==> src/rtl/rmva_pkg.sv <==
// shared types and constants for the running mean and variance accumulator
`default_nettype none

package rmva_pkg;

    // data widths fixed by the beat formats
    localparam int unsigned VALUE_W = 32;
    localparam int unsigned VAR_W   = 48;
    localparam int unsigned COUNT_W = 24;
    localparam int unsigned DIMS_W  = 5;
    localparam int unsigned IDX_OUT_W = 4;

    // shared adder width and step counts of the serial divide and multiply
    localparam int unsigned ALU_W      = 64;
    localparam int unsigned QUO_W      = 48;
    localparam int unsigned STEP_W     = 6;
    localparam int unsigned MEAN_STEPS = 32;
    localparam int unsigned MUL_STEPS  = 32;
    localparam int unsigned VAR_STEPS  = 48;

    localparam int unsigned MAX_DIMS_DEF = 16;

    localparam logic [COUNT_W-1:0] COUNT_MAX = {COUNT_W{1'b1}};
    localparam logic [VAR_W-1:0]   VAR_MAX   = {VAR_W{1'b1}};

    // apb register map, selected by paddr[2]
    localparam int unsigned PADDR_W = 3;
    localparam logic REG_DIMS = 1'b0;
    localparam logic REG_KEEP = 1'b1;

    typedef struct packed {
        logic signed [VALUE_W-1:0] sample_value;
        logic                      restart;
    } in_beat_t;

    typedef struct packed {
        logic [IDX_OUT_W-1:0]      dim_index;
        logic signed [VALUE_W-1:0] mean_value;
        logic [VAR_W-1:0]          variance_value;
        logic [COUNT_W-1:0]        samples_seen;
        logic                      sample_done;
    } out_beat_t;

    typedef enum logic [3:0] {
        ST_IDLE,
        ST_READ,
        ST_DIV_MEAN,
        ST_MEAN_FIN,
        ST_MUL_SET,
        ST_MUL,
        ST_VAR_SET,
        ST_DIV_VAR,
        ST_VAR_FIN,
        ST_FINISH
    } state_t;

endpackage

`default_nettype wire

==> src/rtl/running_mean_variance_accumulator.sv <==
// top level: per-dimension running mean and population variance (welford update)
`default_nettype none

// Per-dimension running mean and variance of a stream of Q16.16 target values.
// Values arrive one dimension per input beat, dimension 0 first; after the last
// dimension (dims_in_use, register 0) the sample count steps up, saturating at
// 2^24-1, and restart on a beat starts a new leaf with count 1. Each input beat
// gives one result beat with the dimension, the new mean (Q16.16), the new
// variance (unsigned Q32.16, 0 when keep_variance, register 1, is clear), the
// sample number and a last-dimension flag. The block handles one beat at a time:
// s_ready is high only while idle. Only the mean is worked out when variance is
// off or for the first sample of a leaf. The work runs on one shared 64-bit adder
// that runs a radix-2 restoring divide by the count (32 steps for the mean, 48
// for the variance) and a 32-step shift-add multiply, besides the read, setup
// and finish states and idle. A finished result waits in the output register, and
// a new beat is taken while it waits; the next result then stalls in the finish
// state until that one is taken. Per-dimension statistics sit in a small memory
// whose entries read as zero until first written after reset, so no clearing
// pass is needed.
module running_mean_variance_accumulator #(
    parameter int unsigned MAX_DIMS = rmva_pkg::MAX_DIMS_DEF
) (
    input  wire logic                          aclk,
    input  wire logic                          aresetn,
    // input beats
    input  wire logic                          s_valid,
    output logic                               s_ready,
    input  wire rmva_pkg::in_beat_t            s_data,
    // result beats
    output logic                               m_valid,
    input  wire logic                          m_ready,
    output rmva_pkg::out_beat_t                m_data,
    // apb configuration port
    input  wire logic                          psel,
    input  wire logic                          penable,
    input  wire logic                          pwrite,
    input  wire logic [rmva_pkg::PADDR_W-1:0]  paddr,
    input  wire logic [31:0]                   pwdata,
    output logic [31:0]                        prdata,
    output logic                               pready
);

    localparam int unsigned IDX_W = (MAX_DIMS > 1) ? $clog2(MAX_DIMS) : 1;
    localparam int unsigned DW    = IDX_W + 1;
    localparam int unsigned CW    = (DW > rmva_pkg::DIMS_W) ? DW : rmva_pkg::DIMS_W;

    localparam int unsigned VW  = rmva_pkg::VALUE_W;
    localparam int unsigned VRW = rmva_pkg::VAR_W;
    localparam int unsigned NW  = rmva_pkg::COUNT_W;
    localparam int unsigned AW  = rmva_pkg::ALU_W;
    localparam int unsigned QW  = rmva_pkg::QUO_W;
    localparam int unsigned SW  = rmva_pkg::STEP_W;

    // ---------------------------------------------------------------
    // configuration registers
    // ---------------------------------------------------------------
    logic [rmva_pkg::DIMS_W-1:0] dims_reg;
    logic                        keep_reg;
    logic                        cfg_wr;

    assign pready = 1'b1;
    assign cfg_wr = psel && penable && pwrite;

    always_ff @(posedge aclk) begin
        if (!aresetn) begin
            dims_reg <= rmva_pkg::DIMS_W'(1);
            keep_reg <= 1'b0;
        end else if (cfg_wr) begin
            unique case (paddr[2])
                rmva_pkg::REG_DIMS: dims_reg <= pwdata[rmva_pkg::DIMS_W-1:0];
                rmva_pkg::REG_KEEP: keep_reg <= pwdata[0];
                default:            dims_reg <= dims_reg;
            endcase
        end
    end

    always_comb begin
        unique case (paddr[2])
            rmva_pkg::REG_DIMS: prdata = 32'(dims_reg);
            rmva_pkg::REG_KEEP: prdata = 32'(keep_reg);
            default:            prdata = '0;
        endcase
    end

    // effective dimension count: 0 acts as 1, above MAX_DIMS acts as MAX_DIMS
    logic [CW-1:0] dims_cfg;
    logic [CW-1:0] dims_eff;

    assign dims_cfg = CW'(dims_reg);
    always_comb begin
        if (dims_cfg == '0) begin
            dims_eff = CW'(1);
        end else if (dims_cfg > CW'(MAX_DIMS)) begin
            dims_eff = CW'(MAX_DIMS);
        end else begin
            dims_eff = dims_cfg;
        end
    end

    // ---------------------------------------------------------------
    // leaf state: dimension pointer and sample count
    // ---------------------------------------------------------------
    logic [IDX_W-1:0] ptr_reg;
    logic [NW-1:0]    count_reg;

    // per-beat working registers
    rmva_pkg::state_t state_reg, state_next;
    logic signed [VW-1:0] x_reg;
    logic [IDX_W-1:0]     d_reg;
    logic [NW-1:0]        n_reg;
    logic                 done_reg;
    logic                 neg_reg;
    logic [VW-1:0]        magold_reg;
    logic [VW-1:0]        magnew_reg;
    logic signed [VW-1:0] mnew_reg;
    logic [VRW-1:0]       varnew_reg;
    logic [QW-1:0]        q_reg;
    logic [NW-1:0]        rem_reg;
    logic [AW-1:0]        prod_reg;
    logic [SW-1:0]        step_reg;

    // memory read data
    logic signed [VW-1:0] mean_rd_reg;
    logic [VRW-1:0]       var_rd_reg;
    logic                 vld_rd_reg;

    // output register
    logic                 m_valid_reg;
    rmva_pkg::out_beat_t  m_data_reg;

    logic             accept;
    logic             out_free;
    logic             out_load;
    logic [IDX_W-1:0] d_in;

    assign accept   = s_valid && s_ready;
    assign out_free = !m_valid_reg || m_ready;
    assign d_in     = s_data.restart ? '0 : ptr_reg;

    // ---------------------------------------------------------------
    // statistics memory, entries read as zero until written
    // ---------------------------------------------------------------
    logic signed [VW-1:0] mean_mem [MAX_DIMS];
    logic [VRW-1:0]       var_mem  [MAX_DIMS];
    logic [MAX_DIMS-1:0]  vld_reg;

    always_ff @(posedge aclk) begin
        if (out_load) begin
            mean_mem[d_reg] <= mnew_reg;
            var_mem[d_reg]  <= varnew_reg;
        end
        if (accept) begin
            mean_rd_reg <= mean_mem[d_in];
            var_rd_reg  <= var_mem[d_in];
        end
    end

    always_ff @(posedge aclk) begin
        if (!aresetn) begin
            vld_reg    <= '0;
            vld_rd_reg <= 1'b0;
        end else begin
            if (out_load) begin
                vld_reg[d_reg] <= 1'b1;
            end
            if (accept) begin
                vld_rd_reg <= vld_reg[d_in];
            end
        end
    end

    logic signed [VW-1:0] m_old;
    logic [VRW-1:0]       v_old;

    assign m_old = vld_rd_reg ? mean_rd_reg : '0;
    assign v_old = vld_rd_reg ? var_rd_reg  : '0;

    // ---------------------------------------------------------------
    // shared adder: divide trial subtract or multiply accumulate
    // ---------------------------------------------------------------
    logic [AW-1:0] alu_a, alu_b, alu_res;
    logic          alu_sub;

    always_comb begin
        alu_a   = '0;
        alu_b   = '0;
        alu_sub = 1'b0;
        unique case (state_reg) inside
            rmva_pkg::ST_DIV_MEAN, rmva_pkg::ST_DIV_VAR: begin
                alu_a   = AW'({rem_reg, q_reg[QW-1]});
                alu_b   = AW'(n_reg);
                alu_sub = 1'b1;
            end
            rmva_pkg::ST_MUL: begin
                alu_a = {prod_reg[AW-2:0], 1'b0};
                alu_b = q_reg[QW-1] ? AW'(magnew_reg) : '0;
            end
            default: begin
                alu_sub = 1'b0;
            end
        endcase
        alu_res = alu_sub ? (alu_a - alu_b) : (alu_a + alu_b);
    end

    // restoring divide step: the trial fits when the difference is not negative
    logic          trial_ok;
    logic [NW-1:0] rem_step;

    assign trial_ok = !alu_res[AW-1];
    assign rem_step = trial_ok ? alu_res[NW-1:0] : {rem_reg[NW-2:0], q_reg[QW-1]};

    // ---------------------------------------------------------------
    // arithmetic around the shared unit
    // ---------------------------------------------------------------
    // x - old mean, and its magnitude
    logic signed [VW:0] diff_old;
    logic [VW:0]        diff_old_abs;
    assign diff_old     = (VW+1)'(x_reg) - (VW+1)'(m_old);
    assign diff_old_abs = diff_old[VW] ? -diff_old : diff_old;

    // new mean from the signed quotient
    logic signed [VW:0]   qm_signed;
    logic signed [VW+1:0] mean_sum;
    logic signed [VW-1:0] m_new;
    assign qm_signed = neg_reg ? -$signed({1'b0, q_reg[VW-1:0]})
                               : $signed({1'b0, q_reg[VW-1:0]});
    assign mean_sum  = (VW+2)'(m_old) + (VW+2)'(qm_signed);
    assign m_new     = mean_sum[VW-1:0];

    // x - new mean magnitude for the product
    logic signed [VW:0] diff_new;
    logic [VW:0]        diff_new_abs;
    assign diff_new     = (VW+1)'(x_reg) - (VW+1)'(mnew_reg);
    assign diff_new_abs = diff_new[VW] ? -diff_new : diff_new;

    // t - old variance, with t the product shifted down by 16
    logic [VRW-1:0]      t_val;
    logic signed [VRW:0] dvar;
    logic [VRW:0]        dvar_abs;
    assign t_val    = prod_reg[AW-1:AW-VRW];
    assign dvar     = $signed({1'b0, t_val}) - $signed({1'b0, v_old});
    assign dvar_abs = dvar[VRW] ? -dvar : dvar;

    // new variance from the signed quotient, clamped to the stored range
    logic signed [VRW:0]   qv_signed;
    logic signed [VRW+1:0] var_sum;
    logic [VRW-1:0]        v_new;
    assign qv_signed = neg_reg ? -$signed({1'b0, q_reg}) : $signed({1'b0, q_reg});
    assign var_sum   = (VRW+2)'($signed({1'b0, v_old})) + (VRW+2)'(qv_signed);
    always_comb begin
        if (var_sum < 0) begin
            v_new = '0;
        end else if (var_sum > (VRW+2)'($signed({1'b0, rmva_pkg::VAR_MAX}))) begin
            v_new = rmva_pkg::VAR_MAX;
        end else begin
            v_new = var_sum[VRW-1:0];
        end
    end

    logic var_wanted;
    assign var_wanted = keep_reg && (n_reg != NW'(1));

    // ---------------------------------------------------------------
    // sequencer
    // ---------------------------------------------------------------
    logic last_step;

    always_comb begin
        state_next = state_reg;
        s_ready    = 1'b0;
        out_load   = 1'b0;
        last_step  = 1'b0;
        unique case (state_reg)
            rmva_pkg::ST_IDLE: begin
                s_ready = 1'b1;
                if (s_valid) begin
                    state_next = rmva_pkg::ST_READ;
                end
            end
            rmva_pkg::ST_READ: begin
                state_next = rmva_pkg::ST_DIV_MEAN;
            end
            rmva_pkg::ST_DIV_MEAN: begin
                last_step = (step_reg == SW'(rmva_pkg::MEAN_STEPS - 1));
                if (last_step) begin
                    state_next = rmva_pkg::ST_MEAN_FIN;
                end
            end
            rmva_pkg::ST_MEAN_FIN: begin
                state_next = var_wanted ? rmva_pkg::ST_MUL_SET : rmva_pkg::ST_FINISH;
            end
            rmva_pkg::ST_MUL_SET: begin
                state_next = rmva_pkg::ST_MUL;
            end
            rmva_pkg::ST_MUL: begin
                last_step = (step_reg == SW'(rmva_pkg::MUL_STEPS - 1));
                if (last_step) begin
                    state_next = rmva_pkg::ST_VAR_SET;
                end
            end
            rmva_pkg::ST_VAR_SET: begin
                state_next = rmva_pkg::ST_DIV_VAR;
            end
            rmva_pkg::ST_DIV_VAR: begin
                last_step = (step_reg == SW'(rmva_pkg::VAR_STEPS - 1));
                if (last_step) begin
                    state_next = rmva_pkg::ST_VAR_FIN;
                end
            end
            rmva_pkg::ST_VAR_FIN: begin
                state_next = rmva_pkg::ST_FINISH;
            end
            rmva_pkg::ST_FINISH: begin
                if (out_free) begin
                    out_load   = 1'b1;
                    state_next = rmva_pkg::ST_IDLE;
                end
            end
            default: begin
                state_next = rmva_pkg::ST_IDLE;
            end
        endcase
    end

    always_ff @(posedge aclk) begin
        if (!aresetn) begin
            state_reg <= rmva_pkg::ST_IDLE;
        end else begin
            state_reg <= state_next;
        end
    end

    // ---------------------------------------------------------------
    // leaf state update
    // ---------------------------------------------------------------
    always_ff @(posedge aclk) begin
        if (!aresetn) begin
            ptr_reg   <= '0;
            count_reg <= NW'(1);
        end else if (out_load) begin
            if (done_reg) begin
                ptr_reg   <= '0;
                count_reg <= (n_reg == rmva_pkg::COUNT_MAX) ? n_reg : n_reg + NW'(1);
            end else begin
                ptr_reg   <= d_reg + IDX_W'(1);
                count_reg <= n_reg;
            end
        end
    end

    // ---------------------------------------------------------------
    // datapath registers
    // ---------------------------------------------------------------
    always_ff @(posedge aclk) begin
        unique case (state_reg)
            rmva_pkg::ST_IDLE: begin
                if (s_valid) begin
                    // restart applies before this value is processed
                    x_reg    <= s_data.sample_value;
                    d_reg    <= d_in;
                    n_reg    <= s_data.restart ? NW'(1) : count_reg;
                    done_reg <= (CW'(d_in) + CW'(1)) >= dims_eff;
                end
            end
            rmva_pkg::ST_READ: begin
                neg_reg    <= diff_old[VW];
                magold_reg <= diff_old_abs[VW-1:0];
                q_reg      <= {diff_old_abs[VW-1:0], (QW-VW)'(0)};
                rem_reg    <= '0;
                step_reg   <= '0;
            end
            rmva_pkg::ST_DIV_MEAN, rmva_pkg::ST_DIV_VAR: begin
                rem_reg  <= rem_step;
                q_reg    <= {q_reg[QW-2:0], trial_ok};
                step_reg <= step_reg + SW'(1);
            end
            rmva_pkg::ST_MEAN_FIN: begin
                mnew_reg   <= m_new;
                varnew_reg <= '0;
            end
            rmva_pkg::ST_MUL_SET: begin
                magnew_reg <= diff_new_abs[VW-1:0];
                q_reg      <= {magold_reg, (QW-VW)'(0)};
                prod_reg   <= '0;
                step_reg   <= '0;
            end
            rmva_pkg::ST_MUL: begin
                prod_reg <= alu_res;
                q_reg    <= {q_reg[QW-2:0], 1'b0};
                step_reg <= step_reg + SW'(1);
            end
            rmva_pkg::ST_VAR_SET: begin
                neg_reg  <= dvar[VRW];
                q_reg    <= dvar_abs[QW-1:0];
                rem_reg  <= '0;
                step_reg <= '0;
            end
            rmva_pkg::ST_VAR_FIN: begin
                varnew_reg <= v_new;
            end
            default: begin
                step_reg <= step_reg;
            end
        endcase
    end

    // ---------------------------------------------------------------
    // output register, holds a result until the sink takes the beat
    // ---------------------------------------------------------------
    logic [31:0] d_ext;
    assign d_ext = 32'(d_reg);

    always_ff @(posedge aclk) begin
        if (!aresetn) begin
            m_valid_reg <= 1'b0;
        end else if (out_load) begin
            m_valid_reg <= 1'b1;
        end else if (m_ready) begin
            m_valid_reg <= 1'b0;
        end
    end

    always_ff @(posedge aclk) begin
        if (out_load) begin
            m_data_reg.dim_index      <= d_ext[rmva_pkg::IDX_OUT_W-1:0];
            m_data_reg.mean_value     <= mnew_reg;
            m_data_reg.variance_value <= varnew_reg;
            m_data_reg.samples_seen   <= n_reg;
            m_data_reg.sample_done    <= done_reg;
        end
    end

    assign m_valid = m_valid_reg;
    assign m_data  = m_data_reg;

endmodule

`default_nettype wire

==> config.mk <==
export PLATFORM = sky130hd
export DESIGN_NAME = running_mean_variance_accumulator
export DESIGN_NICKNAME = d
export VERILOG_FILES = /design/src/rtl/rmva_pkg.sv /design/src/rtl/running_mean_variance_accumulator.sv
export SDC_FILE = /design/constraint.sdc
export NUM_CORES = 2
export LEC_CHECK = 0
export BUFFER_PORTS_ARGS = -buffer_cell sky130_fd_sc_hd__buf_2
export CORE_UTILIZATION = 37
export DETAILED_ROUTE_END_ITERATION = 10
export PLACE_DENSITY = 0.64
export SLEW_MARGIN = 20
export SYNTH_ARGS = -nofsm -noshare
export SYNTH_HDL_FRONTEND = slang
export SYNTH_SLANG_ARGS = --single-unit
==> constraint.sdc <==
create_clock -name aclk -period 11.5 [get_ports aclk]
set_clock_uncertainty 0.05 [all_clocks]
set_input_delay 2.875 -clock aclk [delete_from_list [all_inputs] [get_ports aclk]]
set_output_delay 2.875 -clock aclk [all_outputs]
set_load 0.005 [all_outputs]
==> impl_metrics.tcl <==
set metrics [dict create \
    dieWidth_microns 501.0 \
    maxCapViolations 0 \
    setup.worst_path.start "state_reg[0]" \
    async_flop_share_pct 0 \
    hold_depth 2 \
    insertion_delay_ns 0.88 \
    rr_worst_depth 29 \
    clkTransAtPathRegs_ns 0.06 \
    synth_compound_area_share_pct 14.34 \
    synth_xor_area_share_pct 3.621 \
    p_per_area_mw_per_mm2 222.3 \
    cp-start-kind "register" \
    fin_nets 7806 \
    yosys.cell_types.count 98 \
    crit_top_cell "buf_4" \
    synth_edf_count 1817 \
    finalHoldViolCount 0 \
    firstDrtPassIters 7 \
    maxSlewHeadroom_pct 25.80 \
    slowest_stage "dfxtp_1" \
    port_buffers 161 \
    rows 182 \
    nFillCells 22780 \
    yosysTopAreaCellShare_pct 59.21 \
    drv_slew 0 \
    status "complete, no violations" \
    fin_crit_ns 8.735 \
    detail_route.wl_per_cell_microns 25.48 \
    cts-root-buf "clkbuf_16" \
    fp.dieH_microns 501.0 \
    syn2layout_area_growth_pct 11.89 \
    start_util_pct 37.33 \
    core_region_area_sq_mm 0.2468 \
    ctsResizeCount 0 \
    post_cts_buffers 0 \
    ys_warn_count 0 \
    grt_pass1_vias 60510 \
    crit_type "reg2reg" \
    synthSimpleGateAreaFrac_pct 8.574 \
    die-area_sq_mm 0.2510 \
    htreeDepth 4 \
    max_stage_delay_ns 0.74 \
    rrSetupSlack_ns 2.77 \
    p_leak_nw 35.26 \
    synth_top_area_cell "edfxtp_1" \
    drcViolationCount 0 \
    synthAdderAreaFrac_pct 3.892 \
    synth.area.mux_share_pct 6.321 \
    grt_max_degree 135 \
    num_io_pins 219 \
    overflow 0 \
    grt_pass1_wl_mm 404.3 \
    final_antenna_net_count 0 \
    vias_per_cell 5.773 \
    setup_tns_ns 0 \
    synthTopCellsByArea "edfxtp_1, mux2_2, ha_1" \
    yosysSeqAreaShare_pct 60.43 \
    timing.rr.end "rem_reg[16]" \
    drive_above_1_share_pct 12.69 \
    place_hpwl_mm 173.1 \
    cts_hold_buf 0 \
    num_vias 63120 \
    ir_worst_vdd_uv 147.2 \
    max_freq_mhz 114.5 \
    wl_mm 278.6 \
    worst_pin_slew_ns 1.099 \
    synth_area_per_cell_sq_um 12.44 \
    synth_top_family_by_area "compound AO/OA/AOI/OAI gates" \
    syn_inst 7409 \
    drt_iter0_drc 6305 \
    finalCritPeriodShare_pct 75.96 \
    hold_end "vld_reg[5]" \
    r2r-start "state_reg[0]" \
    largest_reg_flops 768 \
    antenna_found_initial 18 \
    numClockSinks 1873 \
    rsz0062_at_grt "no" \
    gp_congestion 0.9726 \
    holdCritStartpoint "vld_reg[5]" \
    cts_buffer_depth 3 \
    grt_usage_pct 21.61 \
    worst_ep_required_time_ns 12.00 \
    worstPathMaxFanout 40 \
    final-setup-viol-count 0 \
    cts_tree "yes" \
    synth_seq_cells 1873 \
    utilization_pct 41.77 \
    hold_path.class "reg2reg" \
    arrival_ns 9.23 \
    cp-end-kind "register" \
    cts_buffers 193 \
    synth_top_flop_cell "edfxtp_1" \
    synth.cell_area_sq_mm 0.09214 \
]
area by class of cell:
class | count | area, sq um | share of cell area [%]
Tap cell | 3312 | 4144 | 4.019
Antenna cell | 8 | 20.02 | 0.01942
Timing Repair Buffer | 251 | 1688 | 1.637
Clock buffer | 233 | 5021 | 4.870
Sequential cell | 1873 | 55700 | 54.02
Inverter | 223 | 849.6 | 0.8240
Multi-Input combinational cell | 4906 | 34200 | 33.17
Clock inverter | 127 | 1485 | 1.441
metal layers:
layer	track usage, %	wire length [microns]	vias to the layer above
met4	8.159	10680	4
li1	-	-	28450
met2	34.50	128200	2614
met1	29.53	119300	31550
met3	3.311	20360	498
met5	0	24	-
report_power, final:
group          total (mW)  switching, mW  internal [mW]
clock                6.42           2.77           3.64
sequential           8.93          0.565           8.36
combinational        7.57           4.85           2.73
total                22.9           8.18           14.7
cell families (layout without fill, tap and decap cells):
group / after synthesis / after routing
compound gates: 2003 / 2003
simple gates: 1670 / 1670
xor+xnor: 381 / 381
fa+ha+maj: 283 / 283
flops: 1873 / 1873
other cells: 2 / 36
mux: 541 / 541
buf+inv: 656 / 834
stage by stage:
stage / cell area (sq um) / cells / hold slack (ns) / setup WS (ns) / total power [mW]
6_report: 103100 / 10930 / 0.4268 / 2.765 / 22.92
5_1_grt: 103100 / 10930 / 0.4500 / 2.100 / 24.02
4_1_cts: 103100 / 10930 / 0.4269 / 2.776 / 22.95
3_5_place_dp: 96580 / 10570 / 0.4123 / 2.842 / 16.51
3_3_place_gp: 96570 / 10570 / 0.3936 / 2.800 / 16.42
2_1_floorplan: 92240 / 7435 / 0.3744 / 1.883 / 14.22
worst max-delay path, delay by kind of cell, from the launching register on:
family | cells | cell delay, ns
flip-flops | 1 | 0.74
multiplexers | 1 | 0.14
adder cells (fa/ha/maj) | 2 | 0.56
XOR/XNOR | 3 | 0.72
AO/OA/AOI/OAI | 8 | 1.99
AND/OR/NAND/NOR | 11 | 3.01
buffers and inverters | 4 | 1.14
cells in the final DEF, fill, tap and decap left out, drive strengths merged, types with 153 or more instances in the layout:
| cell type | Yosys | final |
|---|---|---|
| a21oi | 499 | 499 |
| buf | 79 | 251 |
| clkbuf | 354 | 233 |
| edfxtp | 1817 | 1817 |
| ha | 277 | 277 |
| inv | 221 | 230 |
| mux2 | 327 | 327 |
| mux2i | 214 | 214 |
| nand2 | 541 | 541 |
| nand3 | 158 | 158 |
| nor2 | 423 | 423 |
| o21ai | 450 | 450 |
| xnor2 | 228 | 228 |
| xor2 | 153 | 153 |
synthesized netlist by cell type (all sizes together), types with 87 or more instances:
library cell	n
a211oi	130
a21o	148
a21oi	499
a221oi	100
a22oi	87
clkbuf	354
edfxtp	1817
ha	277
inv	221
mux2	327
mux2i	214
nand2	541
nand3	158
nor2	423
nor2b	89
o21ai	450
o221ai	88
o31ai	121
xnor2	228
xor2	153
how the worst max path moves through the flow:
| stage | end | slack [ns] | depth (start not counted) |
|---|---|---|---|
| 2_1_floorplan | mean_mem[3][0] | 1.88 | 5 |
| 3_3_place_gp | rem_reg[4] | 2.80 | 29 |
| 3_5_place_dp | rem_reg[6] | 2.84 | 29 |
| 4_1_cts | rem_reg[6] | 2.78 | 29 |
| 5_1_grt | rem_reg[6] | 2.10 | 29 |
| 6_report | rem_reg[16] | 2.77 | 29 |
No activity file was read; power rests on OpenSTA's default activity.
